### src/rtl/bpc_pkg.sv
// Shared types and constants for the button press classifier.
// Depends on nothing; every other file of the block refers to it by scoped names.
`timescale 1ns / 1ps
`default_nettype none

package bpc_pkg;

    // Widths fixed by the item format.
    localparam int MAX_BUTTONS   = 4;
    localparam int TIME_W        = 32;
    localparam int CFG_W         = 16;
    localparam int STATUS_W      = 3;
    localparam int STATUS_WORD_W = MAX_BUTTONS * STATUS_W;
    localparam int CFG_INDEX_W   = 1;

    // Reset values of the configuration registers.
    localparam logic [CFG_W-1:0] DEBOUNCE_RESET   = 16'd20;
    localparam logic [CFG_W-1:0] LONG_PRESS_RESET = 16'd1000;

    // Configuration register indexes.
    localparam logic [CFG_INDEX_W-1:0] CFG_DEBOUNCE   = 1'd0;
    localparam logic [CFG_INDEX_W-1:0] CFG_LONG_PRESS = 1'd1;

    // Reported status codes, one per button.
    localparam logic [STATUS_W-1:0] STATUS_IDLE      = 3'd0;
    localparam logic [STATUS_W-1:0] STATUS_DEBOUNCE  = 3'd1;
    localparam logic [STATUS_W-1:0] STATUS_PRESSED   = 3'd2;
    localparam logic [STATUS_W-1:0] STATUS_RELEASED  = 3'd3;
    localparam logic [STATUS_W-1:0] STATUS_LONG      = 3'd4;
    localparam logic [STATUS_W-1:0] STATUS_HOLDING   = 3'd5;
    localparam logic [STATUS_W-1:0] STATUS_LONGLONG  = 3'd6;

    // Timing settings shared by every lane.
    typedef struct packed {
        logic [CFG_W-1:0] debounce_ms;
        logic [CFG_W-1:0] long_press_ms;
    } timing_cfg_t;

    // Per-poll control that each lane receives.
    typedef struct packed {
        logic              accept;
        logic [TIME_W-1:0] now_ms;
    } poll_ctrl_t;

    typedef logic [MAX_BUTTONS-1:0][STATUS_W-1:0] report_vec_t;

endpackage

`default_nettype wire

### src/rtl/bpc_if.sv
// Valid/ready channel interfaces for the button press classifier.
// Depends on bpc_pkg for the payload widths.
`timescale 1ns / 1ps
`default_nettype none

interface bpc_poll_if;
    logic                                   valid;
    logic                                   ready;
    logic [bpc_pkg::TIME_W-1:0]             now_ms;
    logic [bpc_pkg::MAX_BUTTONS-1:0]        pin_levels;

    modport source (output valid, output now_ms, output pin_levels, input ready);
    modport sink   (input valid, input now_ms, input pin_levels, output ready);
endinterface

interface bpc_status_if;
    logic                                   valid;
    logic                                   ready;
    logic [bpc_pkg::STATUS_WORD_W-1:0]      status_word;

    modport source (output valid, output status_word, input ready);
    modport sink   (input valid, input status_word, output ready);
endinterface

`default_nettype wire

### src/rtl/bpc_lane.sv
// One button lane: stored phase and event time, update and poll phases folded together.
// Depends on bpc_pkg.
`timescale 1ns / 1ps
`default_nettype none

module bpc_lane (
    input  wire logic                           clk,
    input  wire logic                           rst_n,
    input  wire bpc_pkg::poll_ctrl_t            ctrl,
    input  wire logic                           pin_level,
    input  wire bpc_pkg::timing_cfg_t           timing,
    output logic [bpc_pkg::STATUS_W-1:0]        report
);

    typedef enum logic [2:0] {
        S_IDLE     = 3'd0,
        S_DEBOUNCE = 3'd1,
        S_PRESSED  = 3'd2,
        S_RELEASED = 3'd3,
        S_LONG     = 3'd4,
        S_HOLDING  = 3'd5
    } state_t;

    state_t                         state_reg, state_next;
    logic [bpc_pkg::TIME_W-1:0]     event_time_reg, event_time_next;
    logic [bpc_pkg::TIME_W-1:0]     elapsed;
    logic                           down;
    logic                           debounce_done;
    logic                           long_done;
    logic                           long_zero;

    // Time since the last event, modulo 2^32, and the two threshold checks.
    assign down          = ~pin_level;
    assign elapsed       = ctrl.now_ms - event_time_reg;
    assign debounce_done = elapsed >= {{(bpc_pkg::TIME_W-bpc_pkg::CFG_W){1'b0}},
                                       timing.debounce_ms};
    assign long_done     = elapsed >= {{(bpc_pkg::TIME_W-bpc_pkg::CFG_W){1'b0}},
                                       timing.long_press_ms};
    assign long_zero     = timing.long_press_ms == '0;

    // Update phase folded together with the consuming poll phase.
    always_comb
    begin
        state_next      = state_reg;
        event_time_next = event_time_reg;
        report          = bpc_pkg::STATUS_IDLE;
        unique case (state_reg)
            S_IDLE:
            begin
                if (down)
                begin
                    event_time_next = ctrl.now_ms;
                    state_next      = S_DEBOUNCE;
                    report          = bpc_pkg::STATUS_DEBOUNCE;
                end
            end
            S_DEBOUNCE:
            begin
                report = bpc_pkg::STATUS_DEBOUNCE;
                if (debounce_done)
                begin
                    state_next = S_PRESSED;
                    report     = bpc_pkg::STATUS_PRESSED;
                end
            end
            S_PRESSED:
            begin
                report = bpc_pkg::STATUS_PRESSED;
                if (!down)
                begin
                    // Release is reported once and consumed straight away.
                    state_next = S_IDLE;
                    report     = bpc_pkg::STATUS_RELEASED;
                end
                else if (long_done)
                begin
                    event_time_next = ctrl.now_ms;
                    if (long_zero)
                    begin
                        // With no long-press time the poll fires a long-long press at once.
                        state_next = S_LONG;
                        report     = bpc_pkg::STATUS_LONGLONG;
                    end
                    else
                    begin
                        state_next = S_HOLDING;
                        report     = bpc_pkg::STATUS_LONG;
                    end
                end
            end
            S_RELEASED:
            begin
                state_next = S_IDLE;
                report     = bpc_pkg::STATUS_RELEASED;
            end
            default:
            begin
                // Long press and holding: consumed, held, or repeated.
                report = (state_reg == S_LONG) ? bpc_pkg::STATUS_LONG
                                               : bpc_pkg::STATUS_HOLDING;
                if (!down)
                begin
                    state_next = S_IDLE;
                end
                else if (!long_done)
                begin
                    state_next = S_HOLDING;
                end
                else
                begin
                    event_time_next = ctrl.now_ms;
                    report          = bpc_pkg::STATUS_LONGLONG;
                end
            end
        endcase
    end

    // Lane state advances only when a poll item is accepted.
    always_ff @(posedge clk or negedge rst_n)
    begin
        if (!rst_n)
        begin
            state_reg      <= S_IDLE;
            event_time_reg <= '0;
        end
        else if (ctrl.accept)
        begin
            state_reg      <= state_next;
            event_time_reg <= event_time_next;
        end
    end

endmodule

`default_nettype wire

### src/rtl/bpc_merge.sv
// Merging stage: packs the lane reports into one status word and holds it for the sink.
// Depends on bpc_pkg and bpc_if.
`timescale 1ns / 1ps
`default_nettype none

module bpc_merge (
    input  wire logic                   clk,
    input  wire logic                   rst_n,
    input  wire logic                   poll_valid,
    output logic                        poll_ready,
    input  wire bpc_pkg::report_vec_t   reports,
    bpc_status_if.source                status_ch
);

    logic                                   out_valid_reg, out_valid_next;
    logic [bpc_pkg::STATUS_WORD_W-1:0]      word_reg, word_next;
    logic                                   load;

    // A new item may enter whenever the output slot is empty or being drained.
    assign poll_ready = !out_valid_reg || status_ch.ready;
    assign load       = poll_valid && poll_ready;

    // Pack button i into bits 3i+2..3i.
    always_comb
    begin
        word_next = '0;
        for (int i = 0; i < bpc_pkg::MAX_BUTTONS; i++)
        begin
            word_next[i*bpc_pkg::STATUS_W +: bpc_pkg::STATUS_W] = reports[i];
        end
        out_valid_next = load || (out_valid_reg && !status_ch.ready);
    end

    always_ff @(posedge clk or negedge rst_n)
    begin
        if (!rst_n)
        begin
            out_valid_reg <= 1'b0;
        end
        else
        begin
            out_valid_reg <= out_valid_next;
        end
    end

    // Payload register, loaded with each accepted item.
    always_ff @(posedge clk)
    begin
        if (load)
        begin
            word_reg <= word_next;
        end
    end

    assign status_ch.valid       = out_valid_reg;
    assign status_ch.status_word = word_reg;

endmodule

`default_nettype wire

### src/rtl/button_press_classifier_unit.sv
// Top level of the button press classifier: config registers, button lanes, merging stage.
// Depends on bpc_pkg, bpc_if, bpc_lane and bpc_merge.
//
// Usage:
//   poll_ch carries one poll item: now_ms (32-bit millisecond time) and pin_levels
//   (bit i low means button i is pressed). status_ch returns one item per poll:
//   status_word with three bits per button (idle, debouncing, pressed, released,
//   long press, holding, long-long press). Buttons at NUM_BUTTONS and above read 0.
//   The configuration port (cfg_we, cfg_index, cfg_data) sets debounce_ms (index 0)
//   and long_press_ms (index 1); write it only while no poll is in flight.
//   An item accepted on poll_ch is offered on status_ch from the next cycle.
//   Throughput is one item per cycle while the receiver keeps taking items; every
//   lane handles its button's whole update and poll beside the others.
//   A single output register sits between the lanes and status_ch; while the
//   receiver stalls, the item is held there and poll_ch.ready is low unless the
//   held item is taken in the same cycle.
//   Reset puts every button in idle with a zero event time, debounce_ms to 20
//   and long_press_ms to 1000, and leaves the output empty.
`timescale 1ns / 1ps
`default_nettype none

module button_press_classifier_unit #(
    parameter int NUM_BUTTONS = 4
) (
    input  wire logic                               clk,
    input  wire logic                               rst_n,
    bpc_poll_if.sink                                poll_ch,
    bpc_status_if.source                            status_ch,
    input  wire logic                               cfg_we,
    input  wire logic [bpc_pkg::CFG_INDEX_W-1:0]    cfg_index,
    input  wire logic [bpc_pkg::CFG_W-1:0]          cfg_data
);

    localparam logic [bpc_pkg::STATUS_WORD_W-1:0] USED_MASK =
        bpc_pkg::STATUS_WORD_W'((64'd1 << (NUM_BUTTONS * bpc_pkg::STATUS_W)) - 64'd1);

    bpc_pkg::timing_cfg_t   timing_reg;
    bpc_pkg::poll_ctrl_t    ctrl;
    bpc_pkg::report_vec_t   reports;
    logic                   poll_ready;

    // Configuration register writes.
    always_ff @(posedge clk or negedge rst_n)
    begin
        if (!rst_n)
        begin
            timing_reg.debounce_ms   <= bpc_pkg::DEBOUNCE_RESET;
            timing_reg.long_press_ms <= bpc_pkg::LONG_PRESS_RESET;
        end
        else if (cfg_we)
        begin
            unique case (cfg_index)
                bpc_pkg::CFG_DEBOUNCE:   timing_reg.debounce_ms   <= cfg_data;
                bpc_pkg::CFG_LONG_PRESS: timing_reg.long_press_ms <= cfg_data;
                default:                 ;
            endcase
        end
    end

    // Handshake of the poll channel.
    assign poll_ch.ready = poll_ready;
    assign ctrl.accept   = poll_ch.valid && poll_ready;
    assign ctrl.now_ms   = poll_ch.now_ms;

    // One lane per button; lanes beyond NUM_BUTTONS report idle.
    for (genvar g = 0; g < bpc_pkg::MAX_BUTTONS; g++)
    begin : g_lane
        if (g < NUM_BUTTONS)
        begin : g_used
            bpc_lane u_lane (
                .clk       (clk),
                .rst_n     (rst_n),
                .ctrl      (ctrl),
                .pin_level (poll_ch.pin_levels[g]),
                .timing    (timing_reg),
                .report    (reports[g])
            );
        end
        else
        begin : g_unused
            assign reports[g] = bpc_pkg::STATUS_IDLE;
        end
    end

    // Merging stage and output register.
    bpc_merge u_merge (
        .clk        (clk),
        .rst_n      (rst_n),
        .poll_valid (poll_ch.valid),
        .poll_ready (poll_ready),
        .reports    (reports),
        .status_ch  (status_ch)
    );

`ifndef SYNTHESIS
    // Every accepted poll produces a result item in the next cycle.
    a_result_follows: assert property (@(posedge clk) disable iff (!rst_n)
        (poll_ch.valid && poll_ch.ready) |=> status_ch.valid)
        else $error("accepted poll item gave no result item");

    // Buttons that are not fitted always read idle.
    a_unused_idle: assert property (@(posedge clk) disable iff (!rst_n)
        status_ch.valid |-> ((status_ch.status_word & ~USED_MASK) == '0))
        else $error("status bits of an unused button are not idle");

    // No button ever reports the undefined code seven.
    a_no_code_seven: assert property (@(posedge clk) disable iff (!rst_n)
        status_ch.valid |-> (status_ch.status_word[2:0] != 3'd7 &&
                             status_ch.status_word[5:3] != 3'd7 &&
                             status_ch.status_word[8:6] != 3'd7 &&
                             status_ch.status_word[11:9] != 3'd7))
        else $error("a button reported an undefined status code");
`endif

endmodule

`default_nettype wire
### src/flat_wrapper.sv
// flat-port wrapper written by rule: the top's interface ports become plain ports
module button_press_classifier_unit_flat 
#(
    parameter int NUM_BUTTONS = 4
)
  (clk, rst_n, cfg_we, cfg_index, cfg_data, poll_ch_valid, poll_ch_now_ms, poll_ch_pin_levels, poll_ch_ready, status_ch_valid, status_ch_status_word, status_ch_ready);
  bpc_poll_if poll_ch_i ();
  bpc_status_if status_ch_i ();
  input  wire logic clk;
  input  wire logic rst_n;
  input  wire logic cfg_we;
  input  wire logic [bpc_pkg::CFG_INDEX_W-1:0] cfg_index;
  input  wire logic [bpc_pkg::CFG_W-1:0] cfg_data;
  input wire logic [$bits(poll_ch_i.valid)-1:0] poll_ch_valid;
  input wire logic [$bits(poll_ch_i.now_ms)-1:0] poll_ch_now_ms;
  input wire logic [$bits(poll_ch_i.pin_levels)-1:0] poll_ch_pin_levels;
  output wire logic [$bits(poll_ch_i.ready)-1:0] poll_ch_ready;
  output wire logic [$bits(status_ch_i.valid)-1:0] status_ch_valid;
  output wire logic [$bits(status_ch_i.status_word)-1:0] status_ch_status_word;
  input wire logic [$bits(status_ch_i.ready)-1:0] status_ch_ready;
  assign poll_ch_i.valid = poll_ch_valid;
  assign poll_ch_i.now_ms = poll_ch_now_ms;
  assign poll_ch_i.pin_levels = poll_ch_pin_levels;
  assign poll_ch_ready = poll_ch_i.ready;
  assign status_ch_valid = status_ch_i.valid;
  assign status_ch_status_word = status_ch_i.status_word;
  assign status_ch_i.ready = status_ch_ready;
  button_press_classifier_unit #(.NUM_BUTTONS(NUM_BUTTONS)) u_core (.clk(clk), .rst_n(rst_n), .poll_ch(poll_ch_i), .status_ch(status_ch_i), .cfg_we(cfg_we), .cfg_index(cfg_index), .cfg_data(cfg_data));
endmodule
### config.mk
export PLATFORM = sky130hd
export DESIGN_NAME = button_press_classifier_unit_flat
export DESIGN_NICKNAME = d
export VERILOG_FILES = /design/src/rtl/bpc_pkg.sv /design/src/rtl/bpc_if.sv /design/src/rtl/bpc_lane.sv /design/src/rtl/bpc_merge.sv /design/src/rtl/button_press_classifier_unit.sv /design/src/flat_wrapper.sv
export SDC_FILE = /design/constraint.sdc
export NUM_CORES = 1
export LEC_CHECK = 0
export ABC_CLOCK_PERIOD_IN_PS = 5700
export BUFFER_PORTS_ARGS = -buffer_cell sky130_fd_sc_hd__buf_2
export CAP_MARGIN = 20
export CORE_UTILIZATION = 34
export CTS_CLUSTER_DIAMETER = 100
export DETAILED_ROUTE_END_ITERATION = 8
export PLACE_DENSITY = 0.56
export SKIP_LAST_GASP = 1
export SYNTH_ARGS = -nofsm -noshare
export SYNTH_HDL_FRONTEND = slang
export SYNTH_SLANG_ARGS = --single-unit
### constraint.sdc
create_clock -name clk -period 5.7 [get_ports clk]
set_input_delay 1.14 -clock clk [delete_from_list [all_inputs] [get_ports clk]]
set_output_delay 1.14 -clock clk [all_outputs]
set_load 0.05 [all_outputs]
==> results of run 1 <==
worst reg2reg max path: stages, from the launching register on:
cell and delay (ps):
dfrtp_1 390, ha_1 220, fa_1 410, nand2b_1 180, a21oi_1 230, o21ai_0 240, o41ai_1 700, xnor2_1 250
nand3_1 130, nor4b_1 330, nand4_1 290, o41a_1 560, a211oi_1 410, mux2_1 360
routing by layer:
metal	part of all wire	global-route usage	vias to the layer above
met2	0.46	0.344	376
met1	0.49	0.288	8363
met4	0.017	0.0661	0
met5	0	0	-
met3	0.034	0.0238	54
li1	-	-	8360
worst paths after layout:
| path | slack (ps) | to | cells past startpoint | start |
|---|---|---|---|---|
| max | 370 | u_core.g_lane[2].g_used.u_lane.state_reg[1] | 14 | poll_ch_now_ms[1] |
| min | 490 | register | 1 | register |
| max reg2reg | 870 | u_core.g_lane[2].g_used.u_lane.state_reg[1] | 13 | u_core.g_lane[2].g_used.u_lane.event_time_reg[0] |
| min reg2reg | 490 | register | 1 | register |
| max in group asynchronous | 3950 | async pin | 2 | rst_n |
| min in group asynchronous | 710 | u_core.timing_reg[0] | 1 | rst_n |
area by class of cell:
type                       instances  area [sq um]  share of cell area
multi-input combinational       1773         12900               0.627
inverter                         203           762              0.0369
clock inverter                    14           146             0.00709
clock buffer                      18           429              0.0208
sequential                       185          4700               0.228
timing repair buffer             119           788              0.0382
tap                              696           871              0.0422
cell usage in the layout, fill, tap and decap left out, types with 32 or more instances in the layout:
cell,netlist,final
ha_1,252,252
inv_1,203,203
nand2_1,194,194
a21oi_1,189,188
dfrtp_1,165,165
o21ai_0,161,161
nor2_1,135,135
mux2_2,87,87
buf_2,5,70
a21o_1,62,62
xnor2_1,50,50
nor3_1,47,47
nand4_1,46,46
buf_4,0,42
nand2b_1,35,35
nand3_1,34,34
o21a_1,32,32
power breakdown:
part,switching (mW),internal (mW),leakage (nW)
clock network,0.576,0.645,0.278
logic,5.75,3.89,6.91
registers,0.317,1.91,2.18
total,6.64,6.44,9.37
logic make-up after synthesis:
kind of cell               after synthesis
buffers and inverters                  276
and+or+nand+nor                        605
AOI/OAI and AO/OA                      698
adders and majority gates              256
DFF                                    185
muxes                                  135
xor gates and xnor gates                79
==> summary.md, run 1 <==
| Metric | Value |
|---|---|
| Simple-gate area share of the yosys netlist | 0.158 |
| Fin crit share | 0.934 |
| Final setup fails | 0 |
| # rows | 85 |
| Setup slack after layout | ~370 ps |
| Fin nets | 2613 |
| Post-route ant nets | 0 |
| Hold crit path type | reg -> reg |
| IO Port Bufs | 71 |
| Fmax | between 150 and 200 MHz |
| Predominant post-synthesis flop cell | dfrtp_1 |
| Number of max-slew violations in the final report | 0 |
| Leading area contributor after synthesis | dfrtp_1 |
| Number of synthesized flops with an enable pin | 12 |
| Post-synthesis mux area share | 0.0802 |
| Iteration-0 DRC Markers | around 1100 |
| Relative slew slack | 0.429 |
| Routability Congestion | between 0.8 and 0.9 |
| Synth area leaders | dfrtp_1, ha_1, mux2_2 |
| Total power draw | between 10 and 15 mW |
| Hold_ws | slightly below 500 ps |
| Yosys top cell area share | 0.221 |
| Most common cell in the synthesized netlist | ha_1 |
| CTS tree | done |
| WP data required | between 6000 and 7000 ps |
| Post-Syn Area | 18700 sq um |
| CP top delay family | compound AO/OA/AOI/OAI gates |
| DR DRC count | 0 |
| Buffer and inverter count on the worst path | 2 |
| Post-CTS Hold Buffers | 0 |
| Max FFs per register | 128 |
| Async SR Flop Fraction | 0.935 |
| Post-DP HPWL | 47.8 mm |
| RSZ-0062 raised after global routing | no |
| Postcts setup bufs | 0 |
| Ys Warns | 0 |
| Crit. End Element | register |
| Worst vdd ir | about 300 uV |
| Clock skew | 11.2 ps |
| Maximum fanout along the worst path | 7 |
| Fin cells | 3008 |
| Pre-CTS WS | -13.6 ps |
| Die Span Y | 236 um |
| Initial core utilization | 0.346 |
| Number of global-route vias before repair | 16700 |
| Worst-path cell chain | buf_2 > inv_1 > fa_1 > nand2b_1 > a21oi_1 > o21ai_0 > o41ai_1 > xnor2_1 > nand3_1 > nor4b_1 > nand4_1 > o41a_1 > a211oi_1 > mux2_1 |
| Setup TNS | 0 ps |
| Syn_area_per_cell | around 8.4 sq um |
| Worst-Margin Slew | 857 ps |
| Max Root-Sink Buffers | 2 |
| Startpoint types | primary input |
| Root Driver | clkbuf_16 |
| Post-route cell area | 20600 sq um |
| WL final | 58.6 mm |
| Crit path kind | in -> reg |
| Yosys cell types | 84 |
| Compound-gate portion of the synthesized area | 0.243 |
| Core ar. | 54000 sq um |
| H-Tree Depth | 4 |
| Number of antenna violations at the first check in global routing | 0 |
| Layout filler cell count | approximately 5600 |
| Placed cells | 2975 |
| CTS sink count | 185 |
| Synth Area in XOR/XNOR | 0.0371 |
| DR vias/cell | 5.70 |
| Chip Width | 236 um |
| Mapped Nets | 2548 |
| Commonest cells in the netlist | ha_1, inv_1, nand2_1 |
| Layout cells sized above 1 | 0.117 |
| Leak | 9.37 nW |
| Num CTS Buffers | 17 |
| Seq/Total Area, Yosys | 0.252 |
| Fin util | 0.382 |
| Main combinational cell family by area after synthesis | compound AO/OA/AOI/OAI gates |
| ANT cells | 0 |
| TritonRoute pass-1 iters | 6 |
| Clock latency on the worst-skew pair | 500 ps |
| Global-route wire length before repair | 91.7 mm |
| WL/cell | 19.5 um |
| Area grow syn2layout | 10.5% |
| Hold Fails Final Rpt | 0 |
| WP data arrival | 5710 ps |
| Placed inst area | 20100 sq um |
| Yosys reg bits | 185 |
| Run status | finished, final reports clean |
| Largest net degree at the start of global routing | 90 |
| Post-CTS sizing | 0 |
| Die area | 55900 sq um |
| Io pins | 72 |
| Clock transition at path regs | 70 ps |
| Post-Syn Instances | 2234 |
| Slowest CP cell | o41ai_1 |
| Fin crit period | 5330 ps |
| Worst path max stage delay | roughly 700 ps |
| Tot GR Track Use | 0.210 |
| DR vias | 17200 |
| Pwr Density | 634 nW/um^2 |
| Synth Area in Adders | 0.173 |
| Global route overflow | 0 |
| Max Cap Violations | 0 |
(Power assumes the default switching activity.)
==> run 2, diff against run 1 <==
Settings changed: ABC_AREA set to 1, CORE_MARGIN set to 2.
==> summary.md, run 2 <==
| Metric | Value |
|---|---|
| Run status | finished, final reports clean |
| CP top delay family | simple AND/OR/NAND/NOR gates |
| Met1 WL | 34.6 mm (+22%) |
| Placed cells | 4534 (+52%) |
| Fin crit period | 4480 ps (-846 ps) |
| Worst path max stage delay | 430 ps (-270 ps) |
| Clock transition at path regs | 70 ps (about the same) |
| Chip Width | 257 um (+8.7%) |
| Leading area contributor after synthesis | nand2_1 |
| Fin crit share | 0.786 (-0.148) |
| Max Root-Sink Buffers | 2 (unchanged) |
| Pwr Density | 580 nW/um^2 (-8.5%) |
| Yosys cell types | 46 (-45%) |
| Fin util | 0.372 (-0.00996) |
| Layout cells sized above 1 | 0.0513 (-0.0654) |
| Post-CTS sizing | 0 (unchanged) |
| Worst-Margin Slew | 975 ps (+118 ps) |
| DR vias/cell | 4.73 (-17%) |
| Commonest cells in the netlist | nand2_1, inv_1, ha_1 |
| WP data required | 6070 ps (about the same) |
| WL/cell | 15.7 um (-19%) |
| Num CTS Buffers | 17 (unchanged) |
| Buffer and inverter count on the worst path | 1 (-1) |
| Relative slew slack | 0.348 (-0.0804) |
| Hold crit path type | reg -> reg |
| Met2 Wirelength | 32.4 mm (+20%) |
| Maximum fanout along the worst path | 64 (+57) |
| Number of max-slew violations in the final report | 0 (unchanged) |
| Number of synthesized flops with an enable pin | 12 (unchanged) |
| Die area | 66000 sq um (+18%) |
| Root Driver | clkbuf_16 |
| WL final | 71.9 mm (+23%) |
| Setup TNS | 0 ps (unchanged) |
| Commonest cells after routing, fill and taps aside | nand2_1, inv_1, ha_1 |
| IO Port Bufs | 71 (unchanged) |
| H-Tree Depth | 4 (unchanged) |
| Hold_ws | 470 ps (-21.2 ps) |
| ANT cells | 0 (unchanged) |
| Synth area leaders | nand2_1, dfrtp_1, ha_1 |
| Core ar. | 63200 sq um (+17%) |
| Post-Syn Area | 21700 sq um (+16%) |
| RSZ-0062 raised after global routing | no |
| Routed wl met3 | 2.79 mm (+40%) |
| Initial core utilization | 0.344 (-0.00164) |
| DR DRC count | 0 (unchanged) |
| Post-Syn Instances | 3646 (+63%) |
| Iteration-0 DRC Markers | 1500 (+35%) |
| Crit. End Element | register |
| Most common cell in the synthesized netlist | nand2_1 |
| Yosys top cell area share | 0.238 (+0.0172) |
| Max Cap Violations | 0 (unchanged) |
| Die Span Y | 257 um (+8.7%) |
| Post-route ant nets | 0 (unchanged) |
| Clock skew | 22.1 ps (+10.9 ps) |
| R2R Path Start | u_core.g_lane[0].g_used.u_lane.event_time_reg[8] |
| Slowest CP cell | nand2_4 |
| TritonRoute pass-1 iters | 5 (-1) |
| Post-DP HPWL | 60.7 mm (+27%) |
| Fin nets | 4021 (+54%) |
| Top routing layer used | met4 |
| Ys Warns | 0 (unchanged) |
| Crit path kind | in -> reg |
| Worst vdd ir | 326 uV (+10%) |
| Final setup fails | 0 (unchanged) |
| Fmax | 223 MHz (+19%) |
| Total power draw | 13.6 mW (+4.2%) |
| Max FFs per register | 128 (unchanged) |
| Tot GR Track Use | 0.222 (+0.0115) |
| # rows | 92 (+8.2%) |
| Fin cells | 4566 (+52%) |
| Area grow syn2layout | 8.18% |
| Number of global-route vias before repair | 20700 (+24%) |
| Hold Fails Final Rpt | 0 (unchanged) |
| Largest net degree at the start of global routing | 116 (+29%) |
| Post-CTS Hold Buffers | 0 (unchanged) |
| Clock latency on the worst-skew pair | 520 ps (+20 ps) |
| WP data arrival | 4850 ps (-860 ps) |
| Yosys reg bits | 185 (unchanged) |
| Startpoint types | primary input |
| Seq/Total Area, Yosys | 0.216 (-0.0355) |
| Routability Congestion | 0.928 (+3.5%) |
| CP Launch Point | poll_ch_now_ms[8] |
| Postcts setup bufs | 0 (unchanged) |
| Leak | 14.1 nW (+51%) |
| Layout filler cell count | 7002 (+24%) |
| DR vias | 21600 (+26%) |
| Global route overflow | 0 (unchanged) |
| Global-route wire length before repair | 113 mm (+23%) |
| CTS tree | done |
| Number of antenna violations at the first check in global routing | 0 (unchanged) |
| Syn_area_per_cell | 5.96 sq um (-29%) |
| Io pins | 72 (unchanged) |
| Predominant post-synthesis flop cell | dfrtp_1 |
| CTS sink count | 185 (unchanged) |
| Most common cell after layout, fill and taps aside | nand2_1 |
| Worst-path cell chain | buf_2 > ha_1 > nand2_1 > nor2_1 > nand3_1 > nand3_1 > xor2_1 > ha_1 > a21oi_1 > nor2_1 > a211oi_1 > nand2_1 > a21oi_1 > nand3_2 > nand2_2 > nand2_2 > nand2_4 > o21ai_0 |
| Mapped Nets | 3960 (+55%) |
| Async SR Flop Fraction | 0.935 (unchanged) |
==> run 2: path summary, 6_finish.rpt <==
check	end	slack, ps	cells past startpoint
worst max-delay path	u_core.g_lane[0].g_used.u_lane.event_time_reg[6]	1220	18
worst min-delay path	register	470	2
worst max register to register	u_core.g_lane[0].g_used.u_lane.event_time_reg[6]	1690	18
worst min register to register	register	470	2
max in group asynchronous	async pin	4050	2
min in group asynchronous	u_core.g_lane[0].g_used.u_lane.event_time_reg[5]	570	1
==> run 2: where the power goes <==
| part | switching (mW) | leakage (nW) | internal [mW] | total (mW) |
|---|---|---|---|---|
| Sequential | 0.320 | 2.25 | 1.88 | 2.20 |
| Combinational | 6.64 | 11.6 | 3.53 | 10.2 |
| Clock | 0.608 | 0.278 | 0.654 | 1.26 |
| Total | 7.57 | 14.1 | 6.07 | 13.6 |
==> run 2: routing by layer <==
layer	global-route usage	vias up
met2	0.367	399
met4	0.0727	0
met3	0.0257	87
li1	-	11300
met1	0.301	9836
met5	0	-
==> run 2: logic make-up (layout without fill, tap and decap cells) <==
logic type / count (synthesis) / in the layout / share of synthesized area
AND/OR/NAND/NOR: 1982 / 1982 / 0.376
buffers and inverters: 845 / 919 / 0.154
AO/OA/AOI/OAI: 316 / 316 / 0.0800
adder cells (fa/ha/maj): 256 / 256 / 0.149
flip-flops: 185 / 185 / 0.216
XOR/XNOR: 62 / 62 / 0.0250
==> run 2: metrics by stage <==
step / worst slack, ps / cell area (sq um)
after floorplan: 1690 / 21700
after global placement: 652 / 22900
after detailed placement: 592 / 22900
after CTS: 1150 / 23500
after global routing: 836 / 23500
final: 1220 / 23500
==> run 2: final cells by class <==
type                            count  area (sq um)  share of cell area
Multi-Input combinational cell   2616         13700               0.583
Sequential cell                   185          4700               0.200
Inverter                          808          3030               0.129
Tap cell                          846          1060              0.0450
Clock buffer                       21           482              0.0205
Timing Repair Buffer               79           437              0.0186
Clock inverter                     11           109             0.00463
==> run 2: worst min-delay path: cells and delay by family (launching register included) <==
kind             cells  cell delay (ps)
DFF                  1              340
and+or+nand+nor      2               90
